$ cat src/hdl/bha_pkg.sv
// bha_pkg: shared types and constants for the block heap allocator.
// No dependencies.
package bha_pkg;

   localparam int HeapBytesDefault = 512;
   localparam int MaxBlocksDefault = 16;
   localparam int HeapBytesCeiling = 65536;

   localparam logic [2:0] KIND_BUMP  = 3'd0;
   localparam logic [2:0] KIND_FIRST = 3'd1;
   localparam logic [2:0] KIND_BEST  = 3'd2;
   localparam logic [2:0] KIND_SPLIT = 3'd3;
   localparam logic [2:0] KIND_FREE  = 3'd4;

   localparam logic [1:0] ST_OK         = 2'd0;
   localparam logic [1:0] ST_NO_SPACE   = 2'd1;
   localparam logic [1:0] ST_TABLE_FULL = 2'd2;
   localparam logic [1:0] ST_NOT_USED   = 2'd3;

   typedef enum logic [1:0] {
      OP_ALLOC,
      OP_FREE,
      OP_REJECT
   } op_type;

   typedef enum logic [3:0] {
      S_IDLE,
      S_SCAN,
      S_DECIDE,
      S_SHIFT_UP,
      S_MERGE_R,
      S_MERGE_L,
      S_STATS,
      S_OUT
   } state_type;

endpackage

$ cat src/hdl/bha_front.sv
// bha_front: accepts requests, classifies them and queues them for the engine.
// Depends on bha_pkg.
module bha_front #(
   parameter int SizeW = 10,
   parameter int AddrW = 9
) (
   input  logic                clock,
   input  logic                reset,
   input  logic                in_valid,
   output logic                in_ready,
   input  logic [2:0]          in_kind,
   input  logic [SizeW-1:0]    in_size,
   input  logic [AddrW-1:0]    in_addr,
   output logic                q_valid,
   input  logic                q_ready,
   output bha_pkg::op_type     q_op,
   output logic [2:0]          q_kind,
   output logic [SizeW-1:0]    q_size,
   output logic [AddrW-1:0]    q_addr
);

   // two-entry queue
   logic [1:0]            vld_ff, vld_in;
   bha_pkg::op_type       op_ff [2];
   logic [2:0]            kind_ff [2];
   logic [SizeW-1:0]      size_ff [2];
   logic [AddrW-1:0]      addr_ff [2];
   logic                  wr_ptr_ff, wr_ptr_in, rd_ptr_ff, rd_ptr_in;
   bha_pkg::op_type       cls;
   logic                  push, pop;

   always_comb begin
      if (in_kind == bha_pkg::KIND_FREE) begin
         cls = bha_pkg::OP_FREE;
      end else if (in_kind > bha_pkg::KIND_FREE || in_size == '0) begin
         cls = bha_pkg::OP_REJECT;
      end else begin
         cls = bha_pkg::OP_ALLOC;
      end
   end

   assign in_ready = !vld_ff[wr_ptr_ff];
   assign push     = in_valid && in_ready;
   assign q_valid  = vld_ff[rd_ptr_ff];
   assign pop      = q_valid && q_ready;
   assign q_op     = op_ff[rd_ptr_ff];
   assign q_kind   = kind_ff[rd_ptr_ff];
   assign q_size   = size_ff[rd_ptr_ff];
   assign q_addr   = addr_ff[rd_ptr_ff];

   always_comb begin
      vld_in    = vld_ff;
      wr_ptr_in = wr_ptr_ff;
      rd_ptr_in = rd_ptr_ff;
      if (pop) begin
         vld_in[rd_ptr_ff] = 1'b0;
         rd_ptr_in         = !rd_ptr_ff;
      end
      if (push) begin
         vld_in[wr_ptr_ff] = 1'b1;
         wr_ptr_in         = !wr_ptr_ff;
      end
   end

   always_ff @(posedge clock) begin
      if (reset) begin
         vld_ff    <= '0;
         wr_ptr_ff <= 1'b0;
         rd_ptr_ff <= 1'b0;
      end else begin
         vld_ff    <= vld_in;
         wr_ptr_ff <= wr_ptr_in;
         rd_ptr_ff <= rd_ptr_in;
      end
   end

   always_ff @(posedge clock) begin
      if (push) begin
         op_ff[wr_ptr_ff]   <= cls;
         kind_ff[wr_ptr_ff] <= in_kind;
         size_ff[wr_ptr_ff] <= in_size;
         addr_ff[wr_ptr_ff] <= in_addr;
      end
   end

endmodule

$ cat src/hdl/bha_engine.sv
// bha_engine: block table and sequencer that carries out allocations and frees.
// Depends on bha_pkg.
module bha_engine #(
   parameter int HeapBytes = bha_pkg::HeapBytesDefault,
   parameter int MaxBlocks = bha_pkg::MaxBlocksDefault,
   parameter int SizeW     = 10,
   parameter int AddrW     = 9
) (
   input  logic               clock,
   input  logic               reset,
   input  logic               q_valid,
   output logic               q_ready,
   input  bha_pkg::op_type    q_op,
   input  logic [2:0]         q_kind,
   input  logic [SizeW-1:0]   q_size,
   input  logic [AddrW-1:0]   q_addr,
   output logic               out_valid,
   input  logic               out_ready,
   output logic [1:0]         out_status,
   output logic [AddrW-1:0]   out_address,
   output logic [SizeW-1:0]   out_size,
   output logic [SizeW-1:0]   out_in_use,
   output logic [SizeW-1:0]   out_largest
);

   localparam int IdxW = (MaxBlocks > 1) ? $clog2(MaxBlocks) : 1;
   localparam int CntW = $clog2(MaxBlocks + 1);
   localparam int SumW = SizeW + 1;
   localparam logic [CntW-1:0] MaxCnt = CntW'(MaxBlocks);
   localparam logic [SumW-1:0] HeapLim = SumW'(HeapBytes);

   // table rows, read by the scan index, the selected entry and the last entry
   logic [AddrW-1:0] start_ff [MaxBlocks];
   logic [SizeW-1:0] bytes_ff [MaxBlocks];
   logic [MaxBlocks-1:0] used_ff;

   bha_pkg::state_type state_ff, state_in;
   logic [CntW-1:0]  count_ff;
   logic [SizeW-1:0] total_ff;
   logic [CntW-1:0]  ptr_ff;     // scan / shift index
   logic [IdxW-1:0]  hit_ff;     // selected entry
   logic             found_ff;
   bha_pkg::op_type  op_ff;
   logic [2:0]       kind_ff;
   logic [SizeW-1:0] size_ff;
   logic [AddrW-1:0] addr_ff;
   logic [1:0]       status_ff;
   logic [SizeW-1:0] largest_ff;
   logic             ovld_ff;
   logic [1:0]       ost_ff;
   logic [AddrW-1:0] oaddr_ff;
   logic [SizeW-1:0] osize_ff, ouse_ff, olarge_ff;

   logic [IdxW-1:0]  p;
   logic [IdxW-1:0]  lastx;
   logic [SumW-1:0]  tail_end;
   logic             fits;
   logic             merge_r_ok, merge_l_ok, do_split;

   assign p        = ptr_ff[IdxW-1:0];
   assign lastx    = IdxW'(count_ff - CntW'(1));
   assign tail_end = (count_ff == '0) ? '0 :
                     SumW'(start_ff[lastx]) + SumW'(bytes_ff[lastx]);
   assign fits     = !used_ff[p] && bytes_ff[p] >= size_ff;

   // free neighbors of the selected entry, and a split that has table room
   assign merge_r_ok = (CntW'(hit_ff) + CntW'(1) < count_ff) &&
                       !used_ff[hit_ff + IdxW'(1)];
   assign merge_l_ok = (hit_ff != '0) && !used_ff[hit_ff - IdxW'(1)];
   assign do_split   = op_ff == bha_pkg::OP_ALLOC && found_ff &&
                       kind_ff == bha_pkg::KIND_SPLIT && bytes_ff[hit_ff] > size_ff &&
                       count_ff < MaxCnt;

   assign q_ready     = (state_ff == bha_pkg::S_IDLE);
   assign out_valid   = ovld_ff;
   assign out_status  = ost_ff;
   assign out_address = oaddr_ff;
   assign out_size    = osize_ff;
   assign out_in_use  = ouse_ff;
   assign out_largest = olarge_ff;

   always_comb begin
      state_in = state_ff;
      case (state_ff)
         bha_pkg::S_IDLE:   if (q_valid) state_in = (q_op == bha_pkg::OP_REJECT) ?
                                                   bha_pkg::S_STATS : bha_pkg::S_SCAN;
         bha_pkg::S_SCAN:   if (ptr_ff >= count_ff ||
                                (op_ff == bha_pkg::OP_FREE && start_ff[p] == addr_ff &&
                                 used_ff[p]) ||
                                (op_ff == bha_pkg::OP_ALLOC && fits &&
                                 kind_ff != bha_pkg::KIND_BEST &&
                                 kind_ff != bha_pkg::KIND_BUMP))
                               state_in = bha_pkg::S_DECIDE;
         bha_pkg::S_DECIDE: begin
            if (do_split) state_in = bha_pkg::S_SHIFT_UP;
            else if (op_ff == bha_pkg::OP_FREE && found_ff) state_in = bha_pkg::S_MERGE_R;
            else state_in = bha_pkg::S_STATS;
         end
         bha_pkg::S_SHIFT_UP: if (ptr_ff <= CntW'(hit_ff) + CntW'(1))
                                 state_in = bha_pkg::S_STATS;
         bha_pkg::S_MERGE_R: if (ptr_ff == '0 && !merge_r_ok) state_in = bha_pkg::S_MERGE_L;
         bha_pkg::S_MERGE_L: if (ptr_ff == '0 && !merge_l_ok) state_in = bha_pkg::S_STATS;
         bha_pkg::S_STATS:  if (ptr_ff >= count_ff) state_in = bha_pkg::S_OUT;
         bha_pkg::S_OUT:    if (!ovld_ff || out_ready) state_in = bha_pkg::S_IDLE;
         default:           state_in = bha_pkg::S_IDLE;
      endcase
   end

   always_ff @(posedge clock) begin
      if (reset) begin
         state_ff <= bha_pkg::S_IDLE;
         count_ff <= '0;
         total_ff <= '0;
         used_ff  <= '0;
         ovld_ff  <= 1'b0;
         ptr_ff   <= '0;
      end else begin
         state_ff <= state_in;
         if (state_ff == bha_pkg::S_OUT && (!ovld_ff || out_ready)) ovld_ff <= 1'b1;
         else if (out_ready) ovld_ff <= 1'b0;
         case (state_ff)
            bha_pkg::S_IDLE: begin
               ptr_ff <= '0;
               if (q_valid) begin
                  op_ff      <= q_op;
                  kind_ff    <= q_kind;
                  size_ff    <= q_size;
                  addr_ff    <= q_addr;
                  found_ff   <= 1'b0;
                  status_ff  <= (q_op == bha_pkg::OP_FREE) ? bha_pkg::ST_NOT_USED :
                                                              bha_pkg::ST_NO_SPACE;
                  largest_ff <= '0;
               end
            end
            bha_pkg::S_SCAN: begin
               if (ptr_ff < count_ff) begin
                  if (op_ff == bha_pkg::OP_FREE) begin
                     if (start_ff[p] == addr_ff && used_ff[p]) begin
                        found_ff <= 1'b1;
                        hit_ff   <= p;
                     end
                  end else if (kind_ff != bha_pkg::KIND_BUMP && fits &&
                               (!found_ff || bytes_ff[p] < bytes_ff[hit_ff])) begin
                     found_ff <= 1'b1;
                     hit_ff   <= p;
                  end
                  ptr_ff <= ptr_ff + CntW'(1);
               end
            end
            bha_pkg::S_DECIDE: begin
               ptr_ff <= do_split ? count_ff : '0;
               if (op_ff == bha_pkg::OP_FREE) begin
                  if (found_ff) begin
                     used_ff[hit_ff] <= 1'b0;
                     total_ff  <= total_ff - bytes_ff[hit_ff];
                     status_ff <= bha_pkg::ST_OK;
                  end
               end else if (found_ff) begin
                  status_ff <= bha_pkg::ST_OK;
                  used_ff[hit_ff] <= 1'b1;
                  if (do_split) begin
                     total_ff <= total_ff + size_ff;
                  end else begin
                     total_ff <= total_ff + bytes_ff[hit_ff];
                  end
               end else if (tail_end + SumW'(size_ff) > HeapLim) begin
                  status_ff <= bha_pkg::ST_NO_SPACE;
               end else if (count_ff >= MaxCnt) begin
                  status_ff <= bha_pkg::ST_TABLE_FULL;
               end else begin
                  // append past the last block
                  status_ff <= bha_pkg::ST_OK;
                  start_ff[IdxW'(count_ff)] <= AddrW'(tail_end);
                  bytes_ff[IdxW'(count_ff)] <= size_ff;
                  used_ff[IdxW'(count_ff)]  <= 1'b1;
                  hit_ff   <= IdxW'(count_ff);
                  count_ff <= count_ff + CntW'(1);
                  total_ff <= total_ff + size_ff;
               end
            end
            bha_pkg::S_SHIFT_UP: begin
               // one entry moves up a cycle; the last step writes the remainder
               if (ptr_ff > CntW'(hit_ff) + CntW'(1)) begin
                  start_ff[p] <= start_ff[p - IdxW'(1)];
                  bytes_ff[p] <= bytes_ff[p - IdxW'(1)];
                  used_ff[p]  <= used_ff[p - IdxW'(1)];
                  ptr_ff      <= ptr_ff - CntW'(1);
               end else begin
                  start_ff[p] <= start_ff[hit_ff] + AddrW'(size_ff);
                  bytes_ff[p] <= bytes_ff[hit_ff] - size_ff;
                  used_ff[p]  <= 1'b0;
                  bytes_ff[hit_ff] <= size_ff;
                  count_ff    <= count_ff + CntW'(1);
                  ptr_ff      <= '0;
               end
            end
            bha_pkg::S_MERGE_R: begin
               // absorb the free right neighbor, then close the gap entry by entry
               if (ptr_ff == '0) begin
                  if (merge_r_ok) begin
                     bytes_ff[hit_ff] <= bytes_ff[hit_ff] + bytes_ff[hit_ff + IdxW'(1)];
                     ptr_ff <= CntW'(hit_ff) + CntW'(1);
                  end
               end else if (ptr_ff + CntW'(1) < count_ff) begin
                  start_ff[p] <= start_ff[p + IdxW'(1)];
                  bytes_ff[p] <= bytes_ff[p + IdxW'(1)];
                  used_ff[p]  <= used_ff[p + IdxW'(1)];
                  ptr_ff      <= ptr_ff + CntW'(1);
               end else begin
                  count_ff <= count_ff - CntW'(1);
                  ptr_ff   <= '0;
               end
            end
            bha_pkg::S_MERGE_L: begin
               if (ptr_ff == '0) begin
                  if (merge_l_ok) begin
                     bytes_ff[hit_ff - IdxW'(1)] <=
                        bytes_ff[hit_ff - IdxW'(1)] + bytes_ff[hit_ff];
                     ptr_ff <= CntW'(hit_ff);
                     hit_ff <= hit_ff - IdxW'(1);
                  end
               end else if (ptr_ff + CntW'(1) < count_ff) begin
                  start_ff[p] <= start_ff[p + IdxW'(1)];
                  bytes_ff[p] <= bytes_ff[p + IdxW'(1)];
                  used_ff[p]  <= used_ff[p + IdxW'(1)];
                  ptr_ff      <= ptr_ff + CntW'(1);
               end else begin
                  count_ff <= count_ff - CntW'(1);
                  ptr_ff   <= '0;
               end
            end
            bha_pkg::S_STATS: begin
               if (ptr_ff < count_ff) begin
                  if (!used_ff[p] && bytes_ff[p] > largest_ff) largest_ff <= bytes_ff[p];
                  ptr_ff <= ptr_ff + CntW'(1);
               end
            end
            bha_pkg::S_OUT: begin
               if (!ovld_ff || out_ready) begin
                  ost_ff    <= status_ff;
                  oaddr_ff  <= (status_ff == bha_pkg::ST_OK) ? start_ff[hit_ff] : '0;
                  osize_ff  <= (status_ff == bha_pkg::ST_OK) ? bytes_ff[hit_ff] : '0;
                  ouse_ff   <= total_ff;
                  olarge_ff <= largest_ff;
               end
            end
            default: ;
         endcase
      end
   end

endmodule

$ cat src/hdl/block_heap_allocator.sv
// block_heap_allocator: top level, request front end and table engine.
// Depends on bha_pkg, bha_front, bha_engine.
//
// Channel  Dir  Bits          Contents
// req_     in   tuser 3       kind
//               tdata 24      request_size, free_address
// rsp_     out  tdata 48      status, block_address, block_size, bytes_in_use, largest_free
//
// A request runs a serial scan of the table blocks, a table shift on a split or merge,
// and a serial scan for the largest free block; the engine takes no new request until then.
// Reset is synchronous and empties the table. The front queue holds two requests
// while the engine works; the result register holds one transfer under stall.
module block_heap_allocator #(
   parameter int HeapBytes = bha_pkg::HeapBytesDefault,
   parameter int MaxBlocks = bha_pkg::MaxBlocksDefault
) (
   input  logic        clock,
   input  logic        reset,
   input  logic        req_tvalid,
   output logic        req_tready,
   input  logic [2:0]  req_tuser,   // [2:0] kind
   input  logic [23:0] req_tdata,   // [9:0] request_size, [18:10] free_address
   output logic        rsp_tvalid,
   input  logic        rsp_tready,
   output logic [47:0] rsp_tdata    // [1:0] status, [10:2] block_address, [20:11] block_size,
                                    // [30:21] bytes_in_use, [40:31] largest_free
);

   localparam int SizeW = 10;
   localparam int AddrW = 9;

   logic             q_valid, q_ready;
   bha_pkg::op_type  q_op;
   logic [2:0]       q_kind;
   logic [SizeW-1:0] q_size;
   logic [AddrW-1:0] q_addr;
   logic [1:0]       o_status;
   logic [AddrW-1:0] o_addr;
   logic [SizeW-1:0] o_size, o_use, o_large;

   bha_front #(.SizeW(SizeW), .AddrW(AddrW)) u_front (
      .clock    (clock),
      .reset    (reset),
      .in_valid (req_tvalid),
      .in_ready (req_tready),
      .in_kind  (req_tuser),
      .in_size  (req_tdata[9:0]),
      .in_addr  (req_tdata[18:10]),
      .q_valid  (q_valid),
      .q_ready  (q_ready),
      .q_op     (q_op),
      .q_kind   (q_kind),
      .q_size   (q_size),
      .q_addr   (q_addr)
   );

   bha_engine #(
      .HeapBytes (HeapBytes),
      .MaxBlocks (MaxBlocks),
      .SizeW     (SizeW),
      .AddrW     (AddrW)
   ) u_engine (
      .clock       (clock),
      .reset       (reset),
      .q_valid     (q_valid),
      .q_ready     (q_ready),
      .q_op        (q_op),
      .q_kind      (q_kind),
      .q_size      (q_size),
      .q_addr      (q_addr),
      .out_valid   (rsp_tvalid),
      .out_ready   (rsp_tready),
      .out_status  (o_status),
      .out_address (o_addr),
      .out_size    (o_size),
      .out_in_use  (o_use),
      .out_largest (o_large)
   );

   assign rsp_tdata = {7'd0, o_large, o_use, o_size, o_addr, o_status};

endmodule
$ cat config.mk
export PLATFORM = sky130hd
export DESIGN_NAME = block_heap_allocator
export DESIGN_NICKNAME = d
export VERILOG_FILES = /design/src/hdl/bha_pkg.sv /design/src/hdl/bha_front.sv /design/src/hdl/bha_engine.sv /design/src/hdl/block_heap_allocator.sv
export SDC_FILE = /design/constraint.sdc
export NUM_CORES = 2
export LEC_CHECK = 0
export ABC_CLOCK_PERIOD_IN_PS = 9650
export BUFFER_PORTS_ARGS = -buffer_cell sky130_fd_sc_hd__buf_2
export CAP_MARGIN = 10
export CELL_PAD_IN_SITES_DETAIL_PLACEMENT = 0
export CELL_PAD_IN_SITES_GLOBAL_PLACEMENT = 2
export CORE_ASPECT_RATIO = 1.5
export CORE_UTILIZATION = 46
export CTS_CLUSTER_DIAMETER = 30
export CTS_CLUSTER_SIZE = 10
export DETAILED_ROUTE_END_ITERATION = 10
export PLACE_DENSITY_LB_ADDON = 0.08
export SLEW_MARGIN = 5
export SYNTH_ARGS = -nofsm -noshare
export SYNTH_HDL_FRONTEND = slang
export SYNTH_HIERARCHICAL = 1
export SYNTH_SLANG_ARGS = --single-unit
$ cat constraint.sdc
create_clock -name clock -period 9.65 [get_ports clock]
set_clock_uncertainty 0.2 [all_clocks]
set_input_delay 0.4825 -clock clock [delete_from_list [all_inputs] [get_ports clock]]
set_output_delay 0.4825 -clock clock [all_outputs]
set_load 0.02 [all_outputs]
# --- Yosys cells after proc, flatten, opt, wreduce, memory -nomap -nowiden ---
# Memories as Yosys holds them, arrays and structs flattened. A register that Yosys moved wholly into a read port is not among the register bits.
# Cells that the tools add are included.
word_totals:
  regBits: 105
  latchBits: 0
  mem_bits_rw: 352
  romBits: 0
  out_inout_bits: 50
  wordCells: 370
  memories: 6
classes:
  addsub: 18
  multipliers: 0
  div: 0
  magnitude_cmp: 28
  n_eq_ne: 45
  shift: 0
  muxes: 164
  bitwise_logic: 17
  reduce_logical: 73
memory_table:
  columns: ["memory", "words", "word_bits", "rd", "rd_ports_with_merged_regs", "write_ports", "line_no", "rtl"]
  rows:
  - ["u_engine.bytes_ff", 16, 10, 7, 2, 2, "bha_engine.sv:34", "logic [SizeW-1:0] bytes_ff [MaxBlocks];"]
  - ["u_engine.start_ff", 16, 9, 5, 2, 1, "bha_engine.sv:33", "logic [AddrW-1:0] start_ff [MaxBlocks];"]
  - ["u_front.size_ff", 2, 10, 1, 1, 1, "bha_front.sv:26", "logic [SizeW-1:0] size_ff [2];"]
  - ["u_front.addr_ff", 2, 9, 1, 1, 1, "bha_front.sv:27", "logic [AddrW-1:0] addr_ff [2];"]
  - ["u_front.kind_ff", 2, 3, 1, 1, 1, "bha_front.sv:25", "logic [2:0] kind_ff [2];"]
  - ["u_front.op_ff", 2, 2, 1, 1, 1, "bha_front.sv:24", "bha_pkg::op_type op_ff [2];"]
op_table:
  columns: ["op", "n"]
  rows:
  - ["$mux W10", 15]
  - ["$mux W16", 8]
  - ["$mux W4", 27]
  - ["$mux W5", 15]
  - ["$mux W1", 61]
  - ["$pmux W16 S3", 1]
  - ["$add A10 B10 Y10", 4]
  - ["$mux W9", 4]
  - ["$lt A4 B5 Y1 const B", 7]
  - ["$and A16 B16 Y16", 2]
  - ["$bwmux W16", 2]
  - ["$ne A2 B1 Y1 const B", 16]
  - ["$not A16 Y16", 2]
  - ["$or A16 B16 Y16", 2]
  - ["$pmux W4 S8", 1]
  - ["$pmux W5 S6", 1]
  - ["$logic_and A1 B1 Y1", 27]
  - ["$mux W2", 12]
  - ["$bmux W1 S4", 5]
  - ["$gt A10 B10 Y1", 2]
  - ["$pmux W10 S2", 1]
  - ["$reduce_or A10 Y1", 2]
  - ["$sub A10 B10 Y10", 2]
  - ["$ne A3 B2 Y1 const B", 6]
  - ["64 further kinds", 120]

# --- Logic depth before layout (Yosys ltp) ---
# An unclocked memory read counts as a cell.
depth:
  word_depth: 14
  ltp_mapped: 27
  ltp_nobuf: 22

# --- Hierarchy ---
# Netlist, hierarchy kept.
modules_own_cells:
  columns: ["module", "instances", "cells_per_inst", "area_per_inst_um2", "seq_area_each_um2"]
  rows:
  - ["bha_engine", 1, 2963, 37739.9, 12552.0]
  - ["bha_front", 1, 102, 2075.7, 1541.5]
  - ["block_heap_allocator", 1, 8, 56.3, 0.0]

# --- Least setup slack after synthesis ---
# No wires, ideal clock.
synth_path:
  path_type: "register to register"
  start: "register u_engine.count_ff[0]"
  end: "memory u_engine.bytes_ff[12][0], enable pin"
  setup_ns: 0.391
  arrival_time_ns: 7.097
  required_ns: 9.059
  setup_slack_ns: 1.962
  stages_incl_launch_ff: 24
  cell_sequence: "dfxtp_1 -> buf_2 -> buf_1 -> inv_1 -> ha_1 -> xnor2_4 -> buf_1 -> mux4_2 -> ha_1 -> fa_1 -> a21o_1 -> a41oi_1 -> and3b_1 -> nor3_1 -> ha_1 -> o21ai_0 -> nor2_1 -> o221ai_1 -> a21bo_2 -> a211o_1 -> a211oi_2 -> a221o_1 -> o21ai_0 -> o21ai_0"
synth_rtl:
  columns: ["element", "line_no", "rtl"]
  rows:
  - ["start: declaration", "bha_engine.sv:38", "logic [CntW-1:0] count_ff;"]
  - ["start signal: assignment", "bha_engine.sv:177", "count_ff <= count_ff + CntW'(1);"]
  - ["start signal: assignment", "bha_engine.sv:193", "count_ff <= count_ff + CntW'(1);"]
  - ["start signal: assignment", "bha_engine.sv:210", "count_ff <= count_ff - CntW'(1);"]
  - ["end: declaration", "bha_engine.sv:34", null]

==> results.yml <==
global_route:
  antenna_found_initial: 3
  grt_pass1_vias: 30728
  grt_overflow: 0
  grt_max_degree: 64
  grt_first_pass_wirelength_um: 225000
  track_usage_pct: 36.1
place:
  place_congestion: 0.961
  hpwl_um: 111000
  post-place-cells: 4129
  io_buffers: 68
cts:
  root_buffer: "clkbuf_16"
  clkSinkCount: 487
  htreeDepth: 3
  clk_latency_ns: 0.72
  path_clk_slew_ns: 0.05
  clockBufferDepth: 3
  cts_tree: "yes"
  numCtsBuffers: 101
die:
  die_h_um: 363
  die_x_um: 242
  initial_utilization_pct: 46.7
  num_io_pins: 81
  coreArea_um2: 85400
  die_area_um2: 87900
  rows: 131
critical_path:
  timing.rr.end: "u_engine/bytes_ff[12][8]"
  arrival_ns: 8.72
  rrSetupSlack_ns: 1.12
  ff2ff_path_depth: 21
  worstPathRequired_ns: 9.84
  worstSetupPathType: "reg2reg"
  crit_fanout: 39
  crit_path_end_kind: "flip-flop"
  startpoint_type: "flip-flop"
  worstReg2RegStart: "u_engine/count_ff[0]"
logic_synthesis:
  ys.warnings.count: 6
  yosysUniqueCellTypes: 93
  synth_top_area_share_pct: 32.7
  yosysMostFrequentCell: "mux4_2"
  ys_seq_elements: 487
  yosysTopAreaCell: "edfxtp_1"
  syn-instance-count: 3073
  synth_flop_cell: "edfxtp_1"
  synth_edf_count: 434
  yosys-top-cells-count: "574 x mux4_2, 434 x edfxtp_1, 250 x nor2_1, 194 x a21oi_1, 159 x nand2_1"
  async_flop_share_pct: 0
  avgSynthCellArea_um2: 13.0
  synthTopCellsByArea: "edfxtp_1 33%, mux4_2 32%, ha_1 4.6%, dfxtp_1 2.7%, a21oi_1 2.4%"
  yosysSeqAreaShare_pct: 35.3
  synth_area_um2: 39900
power:
  peakVddDrop_mv: 0.192
  finalPower_mw: 16.1
  p_leak_nw: 15.5
  p_per_area_nw_per_um2: 357
route:
  wire_per_inst_um: 36.5
  first_pass_iters: 8
  ant_nets: 0
  drc: 0
  via_per_inst: 7.22
  vias: 31381
  wirelength_um: 158000
  dr.first_iter.drc_count: 4561
timing:
  max_freq_mhz: 117
  fin_crit_sh_pct: 88.4
  fin_crit_ns: 8.53
  worstMarginPinSlew_ns: 1.30
  slew_violations: 0
  hold_viol_final: 0
  slew_headroom_pct: 13.2
  grt_setup_unrepaired: "no"
  setup_violations: 0
  fin_setup_tns_ns: 0
min_path:
  hp-start: "u_engine/largest_ff[5]"
  hp-class: "reg2reg"
  hold_end: "u_engine/out_largest[5]"
  min_path_cells: 0
cells_and_area:
  fin_cells: 4344
  area_delta_synth_final_pct: 13.5
  drive_gt1_share_pct: 32.5
  nNetsFinal: 3313
run_status:
  run_status: "complete, no violations"
flow_run:
  cap_violations: 0
## critical path, cell delays in order (launching register included)
cell      delay (ns)
dfxtp_4         0.73
inv_1           0.27
ha_4            0.82
buf_4           0.50
mux4_2          0.36
mux4_2          0.52
ha_1            0.36
a21o_1          0.15
a21oi_1         0.08
or2_2           0.27
a21oi_1         0.45
ha_1            0.33
o21ai_0         0.14
a21oi_1         0.32
o221ai_1        0.18
a21bo_2         0.25
a211o_1         0.33
a211oi_2        0.53
a221o_1         0.32
o21ai_0         0.32
o21ai_1         0.36
buf_4           0.33
## cell families after synthesis
logic type / synth area share (%)
buffers and inverters: 3.95
adder cells (fa/ha/maj): 5.00
XOR/XNOR: 2.08
AND/OR/NAND/NOR: 7.53
AO/OA/AOI/OAI: 9.84
multiplexers: 36.2
flip-flops: 35.3
other: 0.00941
## registers in the layout (all words and copies together) (netlist names), 5 cells and up, named ones only
signal                cells
u_front/size_ff          20
u_engine/out_largest     10
u_engine/count_ff         5
u_engine/used_ff         16
u_engine/addr_ff          9
u_engine/out_address      9
u_engine/total_ff        10
u_front/kind_ff           6
u_engine/ptr_ff           5
u_engine/out_size        10
u_engine/largest_ff      10
u_engine/size_ff         10
u_engine/out_in_use      10
u_front/addr_ff          18
u_engine/start_ff       144
u_engine/bytes_ff       160
## what timing repair did
| action | CTS | global route |
|---|---|---|
| hold endpoints to repair | 48 | 0 |
| resized for setup | 0 | 0 |
| setup buffers | 0 | 0 |
| hold buffers | 25 | 0 |
## final cells by class
type	instances	area, um^2
Inverter	92	348
Sequential cell	487	14100
Antenna cell	1	2.50
Tap cell	1130	1410
Clock buffer	109	2560
Timing Repair Buffer	210	1490
Clock inverter	79	890
Multi-Input combinational cell	2236	24400
Fill cell	7224	40200
## placed cells by master, fill, tap and decap left out, drive strengths merged, types with 25 or more instances in the layout
cell and count:
a21oi 214, a31oi 34, buf 185, clkbuf 109, clkinv 41, dfxtp 53, dlygate4sd3 25, edfxtp 434
ha 145, inv 107, mux2 42, mux2i 91, mux4 574, nand2 160, nand3 63, nor2 251
nor2b 28, nor3 51, o21ai 161, xnor2 51, xor2 40
## metrics by stage
step | setup slack [ns] | instance area (um^2) | hold slack [ns] | utilization [%]
after CTS | 1.22 | 45200 | 0.246 | 52.9
final | 1.12 | 45200 | 0.259 | 53.0
after floorplan | 1.96 | 39900 | 0.226 | -
after detailed placement | 1.24 | 41500 | 0.246 | 48.6
after global placement | 1.26 | 41500 | 0.229 | 48.6
after global routing | 0.808 | 45200 | 0.261 | 53.0
## worst max path at each step
stage,from,end,slack (ns),cells after the start
2_1_floorplan,u_engine/count_ff[0],u_engine/bytes_ff[12][0],1.96,23
3_3_place_gp,u_engine/count_ff[0],u_engine/bytes_ff[12][5],1.26,21
3_5_place_dp,u_engine/count_ff[0],u_engine/bytes_ff[12][6],1.24,21
4_1_cts,u_engine/count_ff[0],u_engine/start_ff[9][0],1.22,20
5_1_grt,u_engine/count_ff[0],u_engine/bytes_ff[12][8],0.81,21
6_report,u_engine/count_ff[0],u_engine/bytes_ff[12][8],1.12,21
## per-layer routing
metal | part of all wire [%] | vias to the layer above | track usage (%) | routed length [um]
li1 | - | 12648 | - | -
met1 | 34 | 15826 | 42.1 | 53200
met2 | 48 | 2343 | 59.9 | 76800
met3 | 10 | 562 | 7.66 | 16300
met4 | 7.7 | 2 | 24.6 | 12200
met5 | 0.011 | - | 0 | 17
## power by group
group	internal [mW]	leakage, nW	switching, mW
Combinational	3.90	9.45	5.59
Clock	2.21	1.64	1.30
Sequential	2.82	4.40	0.322
Total	8.94	15.5	7.20
Note: power is estimated with default switching activity, not from simulation.
